==> src/rtl/core/arpu_pkg.sv <==
// arpu_pkg: relocation type codes, status codes, thumb keep masks and the
// internal kind enum for the relocation patch unit; no dependencies
package arpu_pkg;

   localparam logic [7:0] RELOC_NONE     = 8'd0;
   localparam logic [7:0] RELOC_ABS32    = 8'd2;
   localparam logic [7:0] RELOC_REL32    = 8'd3;
   localparam logic [7:0] RELOC_THM_CALL = 8'd10;
   localparam logic [7:0] RELOC_THM_JUMP = 8'd30;
   localparam logic [7:0] RELOC_TARGET1  = 8'd38;
   localparam logic [7:0] RELOC_PREL31   = 8'd42;

   localparam logic [1:0] STATUS_OK        = 2'd0;
   localparam logic [1:0] STATUS_BOUNDS    = 2'd1;
   localparam logic [1:0] STATUS_BAD_TYPE  = 2'd2;
   localparam logic [1:0] STATUS_BAD_RANGE = 2'd3;

   localparam logic [15:0] THM_FIRST_KEEP  = 16'hF800;
   localparam logic [15:0] THM_SECOND_KEEP = 16'hD000;

   // what the second stage has to do with a request
   typedef enum logic [2:0] {
      KIND_NONE,
      KIND_ABS,
      KIND_REL,
      KIND_PREL31,
      KIND_THUMB,
      KIND_BAD
   } kind_type;

endpackage

==> src/rtl/core/arm_relocation_patch_unit_core.sv <==
// arm_relocation_patch_unit_core: patches one resolved arm elf relocation
// per request; depends on arpu_pkg
//
// One request is taken in every clock cycle: busy is always low, so start may
// stay high back to back. The request is captured in the stage one registers at
// the edge that takes it, and its result is registered in the result registers
// and is on the rsp_ ports for exactly one cycle with rsp_valid high. The
// receiver cannot stall the unit and must take every result as it comes.
// The first stage classifies the type, checks the bounds, decodes the thumb
// implicit addend and adds symbol and addend; the second stage finishes the
// address arithmetic, range checks and re-encodes the word. Nothing is kept
// from one request to the next.
module arm_relocation_patch_unit_core (
   input  logic        clock,
   input  logic        reset,
   input  logic        start,
   output logic        busy,
   input  logic [7:0]  req_reloc_type,
   input  logic        req_with_explicit_addend,
   input  logic [31:0] req_original_word,
   input  logic [31:0] req_symbol_value,
   input  logic [31:0] req_place_address,
   input  logic signed [31:0] req_explicit_addend,
   input  logic [31:0] req_patch_offset,
   input  logic [31:0] req_section_size,
   output logic        rsp_valid,
   output logic [31:0] rsp_patched_word,
   output logic        rsp_write_enable,
   output logic [1:0]  rsp_status
);
   import arpu_pkg::*;

   // stage one registers
   logic        s1_valid_ff, s1_valid_in;
   kind_type    s1_kind_ff, s1_kind_in;
   logic [31:0] s1_sum_ff, s1_sum_in;      // symbol plus addend
   logic [31:0] s1_extra_ff, s1_extra_in;  // implicit addend, original word or zero
   logic [31:0] s1_place_ff;
   logic [31:0] s1_word_ff;
   logic        s1_extra_bounds_ff;

   // result registers
   logic        rsp_valid_ff;
   logic [31:0] rsp_word_ff, rsp_word_in;
   logic        rsp_we_ff, rsp_we_in;
   logic [1:0]  rsp_status_ff, rsp_status_in;

   // stage one logic
   logic        accept;
   logic        out_of_bounds;
   logic [32:0] end_offset;
   logic        is_thumb;
   logic [31:0] sym_operand;
   logic        thm_s, thm_j1, thm_j2, thm_i1, thm_i2;
   logic [31:0] thm_implicit;

   // stage two logic
   logic [31:0] sum_full;
   logic        thm_in_range;
   logic [15:0] thm_first, thm_second;

   // never stalls
   assign busy   = 1'b0;
   assign accept = start && !busy;

   // offset is outside when fewer than 4 bytes remain after it
   assign end_offset    = {1'b0, req_patch_offset} + 33'd4;
   assign out_of_bounds = end_offset > {1'b0, req_section_size};

   always_comb begin
      if (out_of_bounds) begin
         s1_kind_in = KIND_BAD;
      end else begin
         unique case (req_reloc_type)
            RELOC_NONE:                     s1_kind_in = KIND_NONE;
            RELOC_ABS32, RELOC_TARGET1:     s1_kind_in = KIND_ABS;
            RELOC_REL32:                    s1_kind_in = KIND_REL;
            RELOC_PREL31:                   s1_kind_in = KIND_PREL31;
            RELOC_THM_CALL, RELOC_THM_JUMP: s1_kind_in = KIND_THUMB;
            default:                        s1_kind_in = KIND_BAD;
         endcase
      end
   end

   assign is_thumb = (req_reloc_type == RELOC_THM_CALL) ||
                     (req_reloc_type == RELOC_THM_JUMP);

   // thumb drops the interworking bit of the symbol
   assign sym_operand = is_thumb ? {req_symbol_value[31:1], 1'b0} : req_symbol_value;
   assign s1_sum_in   = sym_operand + req_explicit_addend;

   // decode s:i1:i2:imm10:imm11:0 from the two halfwords
   assign thm_s  = req_original_word[10];
   assign thm_j1 = req_original_word[29];
   assign thm_j2 = req_original_word[27];
   assign thm_i1 = ~(thm_j1 ^ thm_s);
   assign thm_i2 = ~(thm_j2 ^ thm_s);
   assign thm_implicit = {{7{thm_s}}, thm_s, thm_i1, thm_i2,
                          req_original_word[9:0], req_original_word[26:16], 1'b0};

   // the addend held in the word counts for rel entries only
   always_comb begin
      if (req_with_explicit_addend) begin
         s1_extra_in = 32'd0;
      end else if (is_thumb) begin
         s1_extra_in = thm_implicit;
      end else begin
         s1_extra_in = req_original_word;
      end
   end

   assign s1_valid_in = accept;

   always_ff @(posedge clock) begin
      if (reset) begin
         s1_valid_ff <= 1'b0;
      end else begin
         s1_valid_ff <= s1_valid_in;
      end
   end

   always_ff @(posedge clock) begin
      if (accept) begin
         s1_kind_ff  <= s1_kind_in;
         s1_sum_ff   <= s1_sum_in;
         s1_extra_ff <= s1_extra_in;
         s1_place_ff <= req_place_address;
         s1_word_ff  <= req_original_word;
      end
   end

   // stage two: finish the sum, place subtracted for pc relative kinds
   always_comb begin
      if (s1_kind_ff == KIND_ABS) begin
         sum_full = s1_sum_ff + s1_extra_ff;
      end else begin
         sum_full = s1_sum_ff + s1_extra_ff - s1_place_ff;
      end
   end

   // signed offset in [-2^24, 2^24-2] and even
   assign thm_in_range = ((sum_full[31:24] == 8'h00) || (sum_full[31:24] == 8'hFF)) &&
                         !sum_full[0];

   assign thm_first  = (s1_word_ff[15:0] & THM_FIRST_KEEP) |
                       {5'd0, sum_full[24], sum_full[21:12]};
   assign thm_second = (s1_word_ff[31:16] & THM_SECOND_KEEP) |
                       {2'd0, ~(sum_full[23] ^ sum_full[24]), 1'b0,
                        ~(sum_full[22] ^ sum_full[24]), sum_full[11:1]};

   always_comb begin
      rsp_word_in   = 32'd0;
      rsp_we_in     = 1'b0;
      rsp_status_in = STATUS_OK;
      unique case (s1_kind_ff)
         KIND_NONE: begin
         end
         KIND_ABS, KIND_REL: begin
            rsp_word_in = sum_full;
            rsp_we_in   = 1'b1;
         end
         KIND_PREL31: begin
            rsp_word_in = {s1_word_ff[31], sum_full[30:0]};
            rsp_we_in   = 1'b1;
         end
         KIND_THUMB: begin
            if (thm_in_range) begin
               rsp_word_in = {thm_second, thm_first};
               rsp_we_in   = 1'b1;
            end else begin
               rsp_status_in = STATUS_BAD_RANGE;
            end
         end
         KIND_BAD: begin
            // bounds failure was folded into this kind ahead of the type check
            rsp_status_in = (s1_extra_bounds_ff) ? STATUS_BOUNDS : STATUS_BAD_TYPE;
         end
         default: begin
            rsp_status_in = STATUS_BAD_TYPE;
         end
      endcase
   end

   // remember which kind of failure a bad kind stands for
   always_ff @(posedge clock) begin
      if (accept) begin
         s1_extra_bounds_ff <= out_of_bounds;
      end
   end

   always_ff @(posedge clock) begin
      if (reset) begin
         rsp_valid_ff <= 1'b0;
      end else begin
         rsp_valid_ff <= s1_valid_ff;
      end
   end

   always_ff @(posedge clock) begin
      if (s1_valid_ff) begin
         rsp_word_ff   <= rsp_word_in;
         rsp_we_ff     <= rsp_we_in;
         rsp_status_ff <= rsp_status_in;
      end
   end

   assign rsp_valid        = rsp_valid_ff;
   assign rsp_patched_word = rsp_word_ff;
   assign rsp_write_enable = rsp_we_ff;
   assign rsp_status       = rsp_status_ff;

endmodule
==> config.mk <==
export PLATFORM = sky130hd
export DESIGN_NAME = arm_relocation_patch_unit_core
export DESIGN_NICKNAME = d
export VERILOG_FILES = /design/src/rtl/core/arpu_pkg.sv /design/src/rtl/core/arm_relocation_patch_unit_core.sv
export SDC_FILE = /design/constraint.sdc
export NUM_CORES = 1
export LEC_CHECK = 0
export ABC_CLOCK_PERIOD_IN_PS = 6530
export CAP_MARGIN = 30
export CORE_ASPECT_RATIO = 1.5
export CORE_MARGIN = 3
export CORE_UTILIZATION = 25
export DETAILED_ROUTE_END_ITERATION = 8
export DONT_BUFFER_PORTS = 1
export PLACE_DENSITY = 0.38
export SLEW_MARGIN = 15
export SYNTH_ARGS = -nofsm -noshare
export SYNTH_HDL_FRONTEND = slang
export SYNTH_SLANG_ARGS = --single-unit
export TNS_END_PERCENT = 5
==> constraint.sdc <==
create_clock -name clock -period 6.53 [get_ports clock]
set_input_delay 0.3265 -clock clock [delete_from_list [all_inputs] [get_ports clock]]
set_output_delay 0.3265 -clock clock [all_outputs]
set_load 0.005 [all_outputs]
# ---- Word level (Yosys, flattened, before mapping)
# Cells that the tools add are included.
dict set report word_totals {
  wordCells 63
  in_bits 204
  reg_bits 169
  out_inout_bits 37
}
dict set report classes {
  n_addsub 4
  bitwise 10
  n_eq_ne 12
  reduce_logical 13
  n_mux 11
  order_cmp 1
}
# operator count
set op_table {}
lappend op_table {{two-way mux 32 bit} 3}
lappend op_table {{one-hot mux 32 bit (3 select lines)} 1}
lappend op_table {{adder 32 bit} 2}
lappend op_table {{adder 32 x 3 -> 33 bit (second input constant)} 1}
lappend op_table {{greater-than comparator 33 x 32 -> 1 bit} 1}
lappend op_table {{subtractor 32 bit} 1}
lappend op_table {{== test 8 x 2 -> 1 bit (second input constant)} 2}
lappend op_table {{== test 8 x 6 -> 1 bit (second input constant)} 2}
lappend op_table {{logical NOT 8 bit} 2}
lappend op_table {{bitwise OR 16 x 11 -> 16 bit} 1}
lappend op_table {{bitwise OR 16 x 14 -> 16 bit} 1}
lappend op_table {{one-hot mux 3 bit (5 select lines)} 1}
lappend op_table {{== test 8 x 4 -> 1 bit (second input constant)} 1}
lappend op_table {{== test 8 x 5 -> 1 bit (second input constant)} 1}
lappend op_table {{== test 8 bit (second input constant)} 1}
lappend op_table {{OR reduction 2 bit} 4}
lappend op_table {{== test 3 x 2 -> 1 bit (second input constant)} 2}
lappend op_table {{== test 3 bit (second input constant)} 2}
lappend op_table {{one-hot mux 2 bit (3 select lines)} 1}
lappend op_table {{two-way mux 2 bit} 2}
lappend op_table {{NOT 1 bit} 4}
lappend op_table {{OR reduction 4 bit} 1}
lappend op_table {{bitwise XOR 1 bit} 4}
lappend op_table {{== test 3 x 1 -> 1 bit (second input constant)} 1}
lappend op_table {{other kinds (7)} 9}

# ---- Longest topological paths before layout
dict set report depth {
  ltp_word 8
  depth_mapped 23
  mapped_depth_nobuf 22
}

# ---- Least setup slack after synthesis
# OpenSTA, ideal clock, no wires.
dict set report synth_timing {
  path_type {register -> register}
  startpoint {register s1_sum_ff[0]}
  endpoint {register rsp_we_ff (netlist: rsp_write_enable) (data pin)}
  setup_time_ps 266
  stages_incl_launch_ff 24
  path_buffers 2
  setup_slack_ps 1428
  arrival_ps 4836
  t_required_ps 6264
  synth_period_minus_slack_ps 5102
  cell_sequence {edfxtp_1 ha_1 fa_1 a21oi_1 o22a_1 a211o_1 nor2_1 a311o_1 a211o_1 xor2_1 ha_1 clkbuf_1 nand2_1 nor2_1 nand3_1 a211oi_1 or4_1 nand3b_1 a2111oi_0 nor3_1 and3_1 a32oi_2 buf_4 o22ai_1}
}
dict set report synth_between {
  elab_chain_cells 8
  elab_cells_between_ends 10
  classes_between {add/sub: 2; eq/ne: 1; mux: 3; reduce/logical: 4}
}
# item line
set synth_lines {}
lappend synth_lines {{start: declaration} arm_relocation_patch_unit_core.sv:36} ;# logic [31:0] s1_sum_ff, s1_sum_in;
lappend synth_lines {{start signal: assignment} arm_relocation_patch_unit_core.sv:125} ;# s1_sum_ff <= s1_sum_in;
lappend synth_lines {{adder 32 bit *} {arm_relocation_patch_unit_core.sv:135, arm_relocation_patch_unit_core.sv:137}}
lappend synth_lines {{subtractor 32 bit} arm_relocation_patch_unit_core.sv:137} ;# sum_full = s1_sum_ff + s1_extra_ff - s1_place_ff;
lappend synth_lines {{two-way mux 32 bit *} arm_relocation_patch_unit_core.sv:134} ;# if (s1_kind_ff == KIND_ABS) begin
lappend synth_lines {{== test 8 bit or logical NOT 8 bit (tied branches)} arm_relocation_patch_unit_core.sv:142} ;# assign thm_in_range = ((sum_full[31:24] == 8'h00) || (sum_full[31:24] == 8'hFF)) &&
lappend synth_lines {{logical OR 1 bit} arm_relocation_patch_unit_core.sv:142}
lappend synth_lines {{logical AND 1 bit *} arm_relocation_patch_unit_core.sv:142}
lappend synth_lines {{two-way mux 1 bit *} arm_relocation_patch_unit_core.sv:167} ;# if (thm_in_range) begin
lappend synth_lines {{one-hot mux 1 bit (2 select lines) *} arm_relocation_patch_unit_core.sv:155} ;# unique case (s1_kind_ff)
lappend synth_lines {{net rsp_we_in} arm_relocation_patch_unit_core.sv:45} ;# logic rsp_we_ff, rsp_we_in;
lappend synth_lines {{end signal: assignment} arm_relocation_patch_unit_core.sv:202} ;# rsp_we_ff <= rsp_we_in;
lappend synth_lines {{end: declaration} arm_relocation_patch_unit_core.sv:45}
# The timed path passes the listed nets; every way through them passes the cells marked *.
# A chain may end at the register's enable or synchronous reset.

# ---- Worst setup path in the final report
dict set report layout_timing {
  startpoint {register s1_sum_ff[0]}
  endpoint {register rsp_word_ff[13] (netlist: rsp_patched_word[13]) (data pin)}
}
dict set report layout_between {
  elab_chain_cells 8
  elab_cells_between_ends 10
  classes_between {add/sub: 2; eq/ne: 1; mux: 3; reduce/logical: 4}
}
# item line
set layout_lines {}
lappend layout_lines {{adder 32 bit *} {arm_relocation_patch_unit_core.sv:135, arm_relocation_patch_unit_core.sv:137}}
lappend layout_lines {{subtractor 32 bit} arm_relocation_patch_unit_core.sv:137}
lappend layout_lines {{two-way mux 32 bit *} arm_relocation_patch_unit_core.sv:134}
lappend layout_lines {{== test 8 bit or logical NOT 8 bit (tied branches)} arm_relocation_patch_unit_core.sv:142}
lappend layout_lines {{logical OR 1 bit} arm_relocation_patch_unit_core.sv:142}
lappend layout_lines {{logical AND 1 bit} arm_relocation_patch_unit_core.sv:142}
lappend layout_lines {{two-way mux 32 bit} arm_relocation_patch_unit_core.sv:167}
lappend layout_lines {{one-hot mux 32 bit (3 select lines) *} arm_relocation_patch_unit_core.sv:155}
lappend layout_lines {{net rsp_word_in[13]} arm_relocation_patch_unit_core.sv:44} ;# logic [31:0] rsp_word_ff, rsp_word_in;
lappend layout_lines {{end signal: assignment} arm_relocation_patch_unit_core.sv:201} ;# rsp_word_ff <= rsp_word_in;
lappend layout_lines {{end: declaration} arm_relocation_patch_unit_core.sv:44}
# Marks and branches as above.

==> key figures <==
Run status
  – Outcome: complete, no violations

Routing
  – Detailed Routing Iterations Pass 1: 4
  – DR top layer: met4
  – Avg WL per Cell: 20.0 µm
  – Initial DRC count: 418
  – Final WL: 41,000 µm
  – Met3 routed WL: 3010 µm
  – Final ANT Viol Nets: 0
  – DRC: 0
  – Avg Vias per Cell: 4.84
  – Met2 routed wirelength: 21,300 µm
  – M1 WL: 15,600 µm
  – Vias: 9,925

Power and ir drop
  – P_int: 0.00269 W
  – Worst vdd ir: 171 µV
  – Comb pwr share: 51.0%
  – Total power: 0.00462 W
  – P per Cell Area: 330 mW/mm²
  – Net Switching: 0.00192 W
  – P_leak: 5.81 nW
  – Reg power frac: 26.6%
  – Sw Share: 41.6%
  – Clock share of power: 22.4%

Clock tree
  – Num CTS Buffers: 17
  – Clock tree buffer depth: 2
  – Clk sinks: 145
  – Cts hold-fix bufs: 43
  – H-tree depth: 4
  – Root Driver: clkbuf_16
  – Worst-path clk slew: 70 ps
  – Post-CTS setup buffer count: 0
  – CTS tree: done
  – Resized cells post-CTS: 0
  – Clk Latency, worst-skew pair: 450 ps

Floorplan
  – CORE AREA: 0.0481 mm²
  – Starting Density: 25.5%
  – Chip Height: 277 µm
  – Row count: 98
  – Die area: 0.0517 mm²
  – IO Pins: 241
  – Die X: 187 µm

Timing
  – Setup Total Neg Slack: 0 ps
  – Max Clock Skew: 12.3 ps
  – Fin. Hold Viols: 0
  – Max Slew Vio Count: 0
  – RSZ-0062 raised after global routing: false
  – Worst Tran Pin Value: 855 ps
  – Min Tclk post-route: 5900 ps
  – Worst slack on hold paths: 40.5 ps
  – Part of the cycle the worst path needs: 90.4%
  – Final setup fails: 0
  – Upper clock frequency limit: 169 MHz
  – Rel. slew slack: 42.8%

Worst setup path
  – Crit path arrival time: 6080 ps
  – CP max FO: 35
  – Worst setup SP type: register
  – WS Path Type: reg2reg
  – CP endpoint kind: register
  – CP required: 6700 ps

Yosys
  – Number of synthesized register bits: 145
  – Yosys cell types: 76
  – Synthesized net count: 1,695
  – Post-Syn Instances: 1,362
  – Number of synthesized flops with an enable pin: 143
  – Ys Warns: 0
  – Synthesized area per cell: 8.99 µm²
  – Sequential-to-total area share from yosys stat: 35.4%
  – Post-Syn Area: 0.0122 mm²
  – Main synth FF type: edfxtp_1
  – Async SR Flop Fraction: 0%

Finish
  – Number of nets in the layout: 1,722
  – Ratio of cells with drive above 1 in the final layout: 3.85%
  – Final core occ: 29.1%
  – Most common cell after layout, fill and taps aside: nand2_1
  – Fillers: 5,204
  – Most frequent cells in the layout: 153 x nand2_1, 143 x edfxtp_1, 126 x ha_1
  – Layout Cells excl Fill: 2,052
  – Area Growth Syn to Fin: 14.2%
  – Antenna diodes: 0

Global routing
  – GRT Residual Overflow: 0
  – Vias in the first global route: 10,600
  – First-pass GRT wire length: 62,300 µm
  – Global Route Usage Sum: 15.8%
  – Initial antenna violation count: 0
  – Largest net degree at the start of global routing: 86

Placement
  – IO buf count: 0
  – Gpl congestion: 0.870
  – Placed wire-length estimate: 33,600 µm
  – Dpl cells: 1,977

Flow run
  – Max Cap Viol: 0

Hold path
  – Worst Hold Class: in2reg
## metrics by stage
stage          instance area [µm²]  setup slack [ps]
5_1_grt                      14000               140
6_report                     14000               627
3_3_place_gp                 12900               786
4_1_cts                      14000               632
3_5_place_dp                 12900               652
2_1_floorplan                12200              1430
## worst paths after layout
check	cells after the start	slack, ps	startpoint	endpoint
setup / recovery	22	630	s1_sum_ff[0]	rsp_patched_word[13]
setup reg to reg	22	630	s1_sum_ff[0]	rsp_patched_word[13]
hold reg to reg	2	580	s1_word_ff[14]	rsp_patched_word[14]
hold / removal	1	40	start	s1_valid_ff
## flip-flops by register name, indices dropped and copies added, names as in the netlist
signal,cells
rsp_patched_word,32
rsp_status,2
rsp_valid,1
rsp_write_enable,1
s1_extra_bounds_ff,1
s1_extra_ff,32
s1_kind_ff,3
s1_place_ff,32
s1_sum_ff,32
s1_valid_ff,1
s1_word_ff,8
## layer usage
| layer | vias to the layer above | global-route usage [%] |
|---|---|---|
| met5 | - | 0 |
| met4 | 0 | 5.66 |
| li1 | 4994 | - |
| met2 | 290 | 29.1 |
| met3 | 39 | 5.13 |
| met1 | 4602 | 16.7 |
## cells in the mapped netlist, types with 3 or more instances
cell type | instances | area [µm²]
nor4_1 | 5 | 31.3
and3_1 | 23 | 144
or3_1 | 9 | 56.3
nand2_1 | 154 | 578
o21ai_0 | 58 | 290
o22ai_1 | 3 | 18.8
nand3b_1 | 5 | 37.5
xor2_1 | 39 | 342
o21a_1 | 17 | 128
fa_1 | 3 | 60.1
o21ai_1 | 33 | 165
nor2b_1 | 19 | 119
a21oi_1 | 106 | 531
or2_2 | 4 | 25.0
mux2i_1 | 26 | 260
o2111ai_1 | 4 | 35.0
buf_4 | 5 | 37.5
o31ai_1 | 7 | 52.6
clkbuf_1 | 34 | 128
edfxtp_1 | 143 | 4290
nand3_1 | 37 | 185
xnor2_1 | 75 | 657
o211ai_1 | 15 | 113
ha_1 | 126 | 1580
inv_1 | 99 | 372
a21boi_0 | 3 | 22.5
nor3_1 | 11 | 55.1
nor2_1 | 103 | 387
a211oi_1 | 9 | 67.6
and2_1 | 13 | 81.3
nand4_1 | 16 | 100
o21bai_1 | 9 | 67.6
a311oi_1 | 3 | 26.3
o31a_1 | 4 | 35.0
a211o_1 | 6 | 52.6
or4_1 | 4 | 30.0
nand2b_1 | 19 | 119
a31oi_1 | 10 | 62.6
a21o_1 | 52 | 390
## cells by family (layout without fill, tap and decap cells)
group	after synthesis	count (layout)	synth area share, %
buffers and inverters	140	180	4.46
XOR/XNOR	114	114	8.16
AND/OR/NAND/NOR	432	432	16.7
flip-flops	145	145	35.4
AO/OA/AOI/OAI	374	374	19.7
multiplexers	27	27	2.22
other	1	1	0.0306
adder cells (fa/ha/maj)	129	129	13.4
## layout make-up
cell class	instances	area, µm²	area share (%)
Multi-Input combinational cell	1077	7370	52.7
Sequential cell	145	4330	31.0
Tap cell	650	813	5.82
Timing Repair Buffer	49	489	3.50
Clock buffer	17	425	3.04
Inverter	99	372	2.66
Clock inverter	15	181	1.30
## power by group through the flow
stage / combinational (W) / sequential, W / clock [W]
global placement: 0.00234 / 0.00125 / 0
detailed placement: 0.00233 / 0.00125 / 0
CTS: 0.00237 / 0.00123 / 0.00107
finish: 0.00235 / 0.00123 / 0.00103
global route: 0.00264 / 0.00124 / 0.00111
floorplan: 0.00173 / 0.00122 / 0
## critical path, cell delays in order (launching register included)
cell and delay (ps):
edfxtp_1 370, ha_1 250, fa_1 410, a21oi_1 240
o22a_1 220, a211o_1 230, nor2_1 80, a311o_1 310
a211o_1 310, xor2_1 160, ha_1 410, nand2_1 80
nor2_1 160, nand3_1 100, a211oi_1 430, or4_1 220
nand3b_1 100, a2111oi_0 450, nor3_1 140, and3_1 220
a32oi_2 200, buf_4 370, o21ai_1 160
(Power assumes the default switching activity.)
